$ cat config.mk
export PLATFORM = sky130hd
export DESIGN_NAME = esst_front
export DESIGN_NICKNAME = d
export VERILOG_FILES = /design/src/sv/esst_pkg.sv /design/src/sv/esst_front.sv
export SDC_FILE = /design/constraint.sdc
export NUM_CORES = 1
export LEC_CHECK = 0
export BUFFER_PORTS_ARGS = -buffer_cell sky130_fd_sc_hd__buf_2
export CAP_MARGIN = 5
export CORE_MARGIN = 2
export CORE_UTILIZATION = 46
export DETAILED_ROUTE_END_ITERATION = 12
export HOLD_SLACK_MARGIN = 0.08
export PLACE_DENSITY = 0.76
export SKIP_CTS_REPAIR_TIMING = 1
export SLEW_MARGIN = 5
export SYNTH_ARGS = -nofsm -noshare
export SYNTH_HDL_FRONTEND = slang
export SYNTH_SLANG_ARGS = --single-unit
$ cat constraint.sdc
create_clock -name clk -period 2 [get_ports clk]
set_clock_uncertainty 0.15 [all_clocks]
set_input_delay 0.2 -clock clk [delete_from_list [all_inputs] [get_ports clk]]
set_output_delay 0.2 -clock clk [all_outputs]
set_load 0.01 [all_outputs]
$ cat src/sv/esst_pkg.sv
// Shared types and constants for the exponential search table block.
// Used by esst_front, esst_back and the top level; depends on nothing.
`default_nettype none

package esst_pkg;

  localparam int DATA_W        = 32;
  localparam int POS_W         = 10;
  localparam int COUNT_W       = 11;
  localparam int DEFAULT_DEPTH = 1024;
  localparam int QUEUE_DEPTH   = 2;

  localparam logic [COUNT_W-1:0] COUNT_RESET = 11'd1024;

  typedef enum logic {
    OP_WRITE  = 1'b0,
    OP_SEARCH = 1'b1
  } op_t;

  typedef enum logic [1:0] {
    KIND_WRITE,
    KIND_SKIP,
    KIND_SEARCH
  } kind_t;

  typedef struct packed {
    kind_t                     kind;
    logic [POS_W-1:0]          position;
    logic signed [DATA_W-1:0]  value;
  } item_t;

  typedef enum logic [2:0] {
    ST_IDLE,
    ST_ZERO,
    ST_DOUBLE,
    ST_SETUP,
    ST_BIN,
    ST_DONE
  } back_state_t;

endpackage

`default_nettype wire

$ cat src/sv/esst_front.sv
// Front end: accepts input items, classifies them and queues them for the back end.
// Depends on esst_pkg.
`default_nettype none

module esst_front #(
  parameter int STORE_DEPTH = esst_pkg::DEFAULT_DEPTH
) (
  input  wire logic                             clk,
  input  wire logic                             rst,
  input  wire logic                             in_valid,
  output logic                                  in_ready,
  input  wire logic                             operation,
  input  wire logic [esst_pkg::POS_W-1:0]       position,
  input  wire logic signed [esst_pkg::DATA_W-1:0] value,
  output logic                                  q_valid,
  input  wire logic                             q_pop,
  output esst_pkg::item_t                       q_item
);

  import esst_pkg::*;

  localparam int QA = $clog2(QUEUE_DEPTH);

  item_t         slots [QUEUE_DEPTH];
  logic [QA-1:0] wr_ptr;
  logic [QA-1:0] rd_ptr;
  logic [QA:0]   count;
  item_t         item_in;
  logic          push;
  logic          pop;

  always_comb begin
    item_in.position = position;
    item_in.value    = value;
    unique case (op_t'(operation))
      OP_WRITE: begin
        item_in.kind = (32'(position) < 32'(STORE_DEPTH)) ? KIND_WRITE : KIND_SKIP;
      end
      OP_SEARCH: begin
        item_in.kind = KIND_SEARCH;
      end
      default: begin
        item_in.kind = KIND_SKIP;
      end
    endcase
  end

  assign in_ready = (count != (QA+1)'(QUEUE_DEPTH));
  assign q_valid  = (count != '0);
  assign push     = in_valid && in_ready;
  assign pop      = q_pop && q_valid;
  assign q_item   = slots[rd_ptr];

  always_ff @(posedge clk) begin
    if (rst) begin
      wr_ptr <= '0;
      rd_ptr <= '0;
      count  <= '0;
    end else begin
      if (push) begin
        wr_ptr <= wr_ptr + QA'(1);
      end
      if (pop) begin
        rd_ptr <= rd_ptr + QA'(1);
      end
      if (push && !pop) begin
        count <= count + (QA+1)'(1);
      end else if (pop && !push) begin
        count <= count - (QA+1)'(1);
      end
    end
  end

  always_ff @(posedge clk) begin
    if (push) begin
      slots[wr_ptr] <= item_in;
    end
  end

endmodule

`default_nettype wire

---- Word level (Yosys, flattened, before mapping) ----
Memory sizes are Yosys's and may differ from the RTL's. A register that Yosys moved wholly into a read port is not among the register bits.
Index checks and enable logic that the tools add are counted.
word-level totals
  output and inout port bits .............. 46
  bits of input ports ..................... 47
  word-level logic and storage cells ...... 25
  RAM bits ................................ 88
  memories kept ........................... 1
  bits in registers ....................... 4
operators by class
  multiplexer cells ....................... 7
  bitwise operators ....................... 1
  add/subtract/negate cells ............... 4
  equality and inequality tests ........... 1
  reductions and logical operators ........ 8
memory list
  name   words  width  rd ports  clocked after Yosys merged registers in  wr ports  line              text
  slots  2      44     1         1                                        1         esst_front.sv:24  item_t slots [QUEUE_DEPTH];
operators with widths
  operator               number
  $logic_and A1 B1 Y1    4
  $mux W1                4
  $mux W2                2
  $pmux W2 S2            1
  $reduce_bool A2 Y1     2
  $add A1 B1 Y1 const B  2
  $add A2 B1 Y2 const B  1
  $logic_not A1 Y1       2
  $ne A2 B2 Y1 const B   1
  $sub A2 B1 Y2 const B  1
  $not A1 Y1             1

---- Longest topological paths before layout ----
Gate-level depths: netlist of run 1.
  word-level depth ........................ 6
  depth in mapped cells ................... 6
  depth with buffers taken out ............ 6

---- Worst setup path before layout of run 1 ----
OpenSTA, ideal clock, no wires.
  path type ............................... register -> register
  start ................................... register count[0]
  end ..................................... memory slots[1][0] in the netlist's numbering, enable pin
  path buffers ............................ 0
  library setup time ...................... 0.405 ns
  setup slack ............................. -0.274 ns
  arrival ................................. 1.720 ns
  clock period less this slack ............ 2.274 ns
  cell stages (with the launch flop) ...... 3
  data required time ...................... 1.445 ns
  path through ............................ dfxtp_1 -> nand2b_1 -> and3_1
between the ends
  longest elaborated chain between the ends .. 4
RTL lines
  item                           line              text
  start, declared                esst_front.sv:27  logic [QA:0] count;
  start signal, assigned         esst_front.sv:67  count <= count + (QA+1)'(1);
  start signal, assigned         esst_front.sv:69  count <= count - (QA+1)'(1);
  $ne A2 B2 Y1                   esst_front.sv:48  assign in_ready = (count != (QA+1)'(QUEUE_DEPTH));
  named net in_ready             esst_front.sv:11  output logic in_ready,
  $logic_and A1 B1 Y1            esst_front.sv:50  assign push = in_valid && in_ready;
  $mux W1                        esst_front.sv:75  if (push) begin
  $mux W1 (not written as such)  esst_front.sv:76  slots[wr_ptr] <= item_in;
  end, declared                  esst_front.sv:24
The timed path passes the listed nets, and every way through them passes these cells.

==> results.yml, run 1 <==
hold_path:
  min_from: "q_pop"
  worstHoldPathCells: 4
  min_to: "rd_ptr"
  min_path_type: "input pin to flop"
power:
  powerDensity_nw_per_um2: 1060
  p_leak_nw: 1.72
  ir_worst_vdd_mv: 0.611
cells_and_area:
  syn2layout_area_growth_pct: 36.3
  fin_area_sq_um: 4550
  nFillCells: 555
  nNetsFinal: 353
  diodes: 0
  layout-drive-gt1-share_pct: 50.2
  instances_no_fill: 408
logic_synthesis:
  synthMuxAreaShare_pct: 14.5
  yosys.area_share.xor_xnor_pct: 0.788
  synth_adder_area_share_pct: 0.375
  async_flop_share_pct: 0
  synth_edf_count: 86
  synth_largest_area_cell: "edfxtp_1"
  synth_top_family_by_area: "multiplexers"
  synth_ff_type: "edfxtp_1"
  ys_top_cells_by_area: "edfxtp_1, mux2_2, dfxtp_1"
  synth_nets: 208
  yosys.area_share.simple_pct: 1.50
  synth_area_sq_um: 3340
  synth_cell_types: 19
  synth.ff_latch_count: 91
  yosys-top-cells-count: "edfxtp_1, mux2_2, buf_4, dfxtp_1"
  yosys.cell_count.top_type: "edfxtp_1"
  synth_top_area_share_pct: 77.4
  ys_warn_count: 0
  seq_area_frac_synth_pct: 80.4
  synth_compound_area_share_pct: 0.900
  syn_inst: 160
  avgSynthCellArea_sq_um: 20.8
detailed_routing:
  drt_pass1_iterations: 4
  ant_nets: 0
  drc: 0
  wl_per_cell_um: 13.8
  routed_wl_um: 5640
  met3_length_um: 299
  wl_met2_um: 2930
  topRoutingLayerUsed: "met4"
  met1_length_um: 2330
  drt_iter0_markers: 75
  vias: 1873
  viasPerCell: 4.59
sta:
  setup_viol: 0
  fin_setup_tns_ps: 0
  hold_viol_final: 0
  timing.final.crit_share_pct: 90.0
  rsz0062_at_grt: "no"
  min_period_ps: 1800
  max_clock_freq_mhz: 556
  drv_slew: 0
floorplanning:
  initial_core_util_pct: 46.7
  fp.dieH_um: 89.2
  die-width_um: 89.2
  design.die.area_sq_um: 7950
  io_pins: 93
  core_area_sq_um: 7140
  row_count: 31
worst_setup_path:
  r2r_cells: 5
  worst-path-buf-inv: 2
  startpoint_type: "flop"
  cp_max_fo: 43
  worstPathCellList: "buf_12 -> mux2_2 -> buf_2"
  critical_path_class: "flop to primary output"
  crit_slowest_cell: "mux2_2"
  slowest_delay_ps: 380
  required_ps: 1650
  cp.arrival_ps: 1450
  r2r-start: "count[0]"
  r2r_end: "count[1]"
  worst-r2r-setup-slack_ps: 220
  endpoint_kind: "primary output"
  cpLargestDelayFamily: "buffers and inverters"
placed_design:
  io_buffers: 91
  dpl-instance-area_sq_um: 3950
  dp_hpwl_um: 3240
  dpl.cell_count: 348
  gp_congestion: 0.670
outcome:
  outcome: "complete, no violations"
run:
  drv_cap: 0
clock_network:
  cts_buffers: 9
  ctsHtreeMaxLevel: 3
  clk-insertion-delay-late_ps: 330
  clk_path_buf_depth: 2
  cts_tree: "done"
  clk_pin_slew_worst_paths_ps: 80
  cts-root-buf: "clkbuf_8"
  clock_sink_count: 91
global_routing:
  grt-ovfl-total: 0
  grt_pass1_wl_um: 7420
  grt_max_degree: 44
  grt_pass1_vias: 1595
  antenna_found_initial: 0
  grtUsageTotal_pct: 13.1
-- worst reg2reg max path: stages (launching register included) --
cell and delay, ps:
dfxtp_1 350, nand2b_1 210, and2_1 190, ha_1 330
or3_1 350, a21oi_1 130
-- sequential cells by signal (all words and copies together) (netlist names), named ones only --
name / count
count: 2
rd_ptr: 1
slots: 86
wr_ptr: 1
-- routing by layer --
metal | track usage, % | up-vias
met2 | 21.3 | 59
met5 | 0 | -
met1 | 15.2 | 895
li1 | - | 911
met3 | 5.36 | 8
met4 | 5.97 | 0
-- stage by stage --
stage | worst slack, ps | total power, mW | hold WS [ps] | util (%)
after global placement | 301 | 3.78 | 238 | 55.3
after detailed placement | 249 | 3.81 | 241 | 55.3
after CTS | 175 | 4.80 | -124 | 57.4
after floorplan | 108 | 3.32 | 119 | -
after global routing | 124 | 5.08 | 194 | 63.7
final | 200 | 4.80 | 143 | 63.7
-- layout by cell type, fill, tap and decap left out, types with 2 or more instances in the layout --
cell type      synthesis  layout
dfxtp_1                5       4
edfxtp_1              86      86
buf_12                 0       3
mux2_2                43      43
xor2_1                 3       3
clkinv_2               0       3
nor2_1                 3       3
clkbuf_1               0       2
a21oi_1                2       2
buf_2                  1      91
o21ai_0                2       2
clkbuf_8               0       9
dlygate4sd3_1          0      45
-- how the worst max path moves through the flow --
| stage | start | to | slack [ps] | cells past startpoint |
|---|---|---|---|---|
| 6_report | flop | q_item[4] | 200 | 3 |
| 5_1_grt | flop | q_item[43] | 120 | 3 |
| 4_1_cts | flop | q_item[43] | 170 | 3 |
| 3_5_place_dp | count[0] | count[1] | 250 | 5 |
| 3_3_place_gp | count[0] | count[1] | 300 | 5 |
| 2_1_floorplan | count[0] | slots[0][0] | 110 | 3 |
-- power by group --
part / total (mW) / switching (mW) / internal, mW
sequential: 2.45 / 0.0716 / 2.38
combinational: 1.37 / 0.671 / 0.694
clock: 0.986 / 0.551 / 0.435
-- cell type report --
| type | instances | area, sq um | share of cell area, % |
|---|---|---|---|
| clock buffer | 11 | 131 | 2.89 |
| timing repair buffer | 140 | 973 | 21.4 |
| tap | 99 | 124 | 2.72 |
| clock inverter | 4 | 18.8 | 0.413 |
| inverter | 1 | 7.51 | 0.165 |
| multi-input combinational | 62 | 608 | 13.4 |
| sequential | 91 | 2680 | 59.0 |
-- cells by family after synthesis --
| kind of cell | after synthesis |
|---|---|
| AO/OA/AOI/OAI | 5 |
| XOR/XNOR | 3 |
| adder cells (fa/ha/maj) | 1 |
| buffers and inverters | 7 |
| flip-flops | 91 |
| multiplexers | 43 |
| other | 1 |
| AND/OR/NAND/NOR | 9 |
Note: power is estimated with default switching activity, not from simulation.
==> run 2: changes to the inputs <==
--- a/config.mk
+++ b/config.mk
@@ -8,10 +8,10 @@
 export BUFFER_PORTS_ARGS = -buffer_cell sky130_fd_sc_hd__buf_2
 export CAP_MARGIN = 5
 export CORE_MARGIN = 2
-export CORE_UTILIZATION = 46
+export CORE_UTILIZATION = 45
 export DETAILED_ROUTE_END_ITERATION = 12
 export HOLD_SLACK_MARGIN = 0.08
-export PLACE_DENSITY = 0.76
+export PLACE_DENSITY = 0.74
 export SKIP_CTS_REPAIR_TIMING = 1
 export SLEW_MARGIN = 5
 export SYNTH_ARGS = -nofsm -noshare
==> run 2 against run 1 <==
  * First-iteration DRC count down 2.7%
  * Worst hold slack got worse by 19 ps
  * Sequential share of layout area is 0.56 points lower
  * Worst setup slack worse by 56 ps
  * Register-to-register slack about the same
  * Flip-flop and latch count stayed put
  * Cell count rose by 0.74%
  * Count of clock-buffer cells in the layout up 2
  * Global-route usage grew 1.1 points
==> results.yml, run 2 (synthesized netlist as in run 1, its figures left out) <==
outcome:
  outcome: "complete, no violations"
floorplanning:
  row_count: 31
  initial_core_util_pct: 46.2
  die-width_um: 90.1
  fp.dieH_um: 90.1
  design.die.area_sq_um: 8120
  core_area_sq_um: 7210
  io_pins: 93
detailed_routing:
  wl_per_cell_um: 15.0
  viasPerCell: 4.67
  drt_pass1_iterations: 4
  ant_nets: 0
  routed_wl_um: 6170
  drc: 0
  drt_iter0_markers: 73
  vias: 1918
clock_network:
  clk_path_buf_depth: 2
  clock_sink_count: 91
  clk_pin_slew_worst_paths_ps: 80
  clk-insertion-delay-late_ps: 340
  ctsHtreeMaxLevel: 3
  cts-root-buf: "clkbuf_8"
  cts_tree: "done"
  cts_buffers: 9
run:
  drv_cap: 0
cells_and_area:
  final_cell_mix: "buf_2, edfxtp_1, dlygate4sd3_1"
  regArea_sq_um: 2680
  fin_area_sq_um: 4590
  final_common_cell: "buf_2"
  fin_util_pct: 63.6
  regMostFlops: "slots"
  layout-drive-gt1-share_pct: 50.3
  nFillCells: 527
  nNetsFinal: 355
  syn2layout_area_growth_pct: 37.6
  reg_top3: "slots (86), count (2)"
  largest_reg_flops: 86
  diodes: 0
  multi_input_area_sq_um: 608
  instances_no_fill: 411
sta:
  timing.final.crit_share_pct: 92.8
  hold_viol_final: 0
  drv_slew: 0
  rsz0062_at_grt: "no"
  finalWorstSetupSlack_ps: 144
  max_clock_freq_mhz: 539
  fin_setup_tns_ps: 0
  hold_slack_ps: 124
  min_period_ps: 1860
  setup_viol: 0
global_routing:
  grt_pass1_vias: 1808
  grt-ovfl-total: 0
  grtUsageTotal_pct: 14.2
  grt_max_degree: 24
  grt_pass1_wl_um: 8730
  antenna_found_initial: 0
placed_design:
  dp_slack_ps: 232
  dp_hpwl_um: 3680
  gp_congestion: 0.719
  dpl-instance-area_sq_um: 3940
  dpl.cell_count: 350
  io_buffers: 91
worst_setup_path:
  cp_max_fo: 23
  cp.arrival_ps: 1510
  endpoint_kind: "primary output"
  r2r_end: "count[1]"
  worst-r2r-setup-slack_ps: 210
  critical_path_class: "flop to primary output"
  r2r_cells: 5
  required_ps: 1650
  startpoint_type: "flop"
  r2r-start: "count[0]"
hold_path:
  min_path_type: "input pin to flop"
  worstHoldPathCells: 4
  min_to: "rd_ptr"
  min_from: "q_pop"
power:
  fin_total_pwr_mw: 5.10
  powerDensity_nw_per_um2: 1110
  p_leak_nw: 1.74
  ir_worst_vdd_mv: 0.624
## run 2: worst max path at each step
stage	end	slack, ps	depth (start not counted)
finish	q_item[27]	140	3
global route	q_item[27]	60	3
CTS	q_item[26]	110	3
detailed placement	count[1]	230	5
global placement	count[1]	290	5
floorplan	slots[0][0]	110	3
## run 2: layer usage
layer | wire length, um | vias up | track usage (%)
met1 | 2440 | 915 | 17.0
li1 | - | 910 | -
met3 | 435 | 9 | 5.11
met5 | 0 | - | 0
met4 | 89 | 0 | 6.92
met2 | 3200 | 84 | 22.8
## run 2: worst max-delay path, cell delays in order (launching register included)
cell and delay (ps):
dfxtp_2 330, buf_4 290, mux2_2 380, buf_2 140
## run 2: area by class of cell
cell class                 count  area share, %
multi-input combinational     62           13.2
inverter                       1          0.164
sequential                    91           58.5
tap                           99           2.70
clock inverter                 3           1.42
timing repair buffer         142           21.0
clock buffer                  13           3.03
## run 2: power breakdown
part,leakage [nW],internal [mW],total [mW],switching [mW]
combinational,0.794,0.678,1.37,0.694
clock,0.102,0.705,1.28,0.576
sequential,0.845,2.38,2.45,0.0715
total,1.74,3.76,5.10,1.34
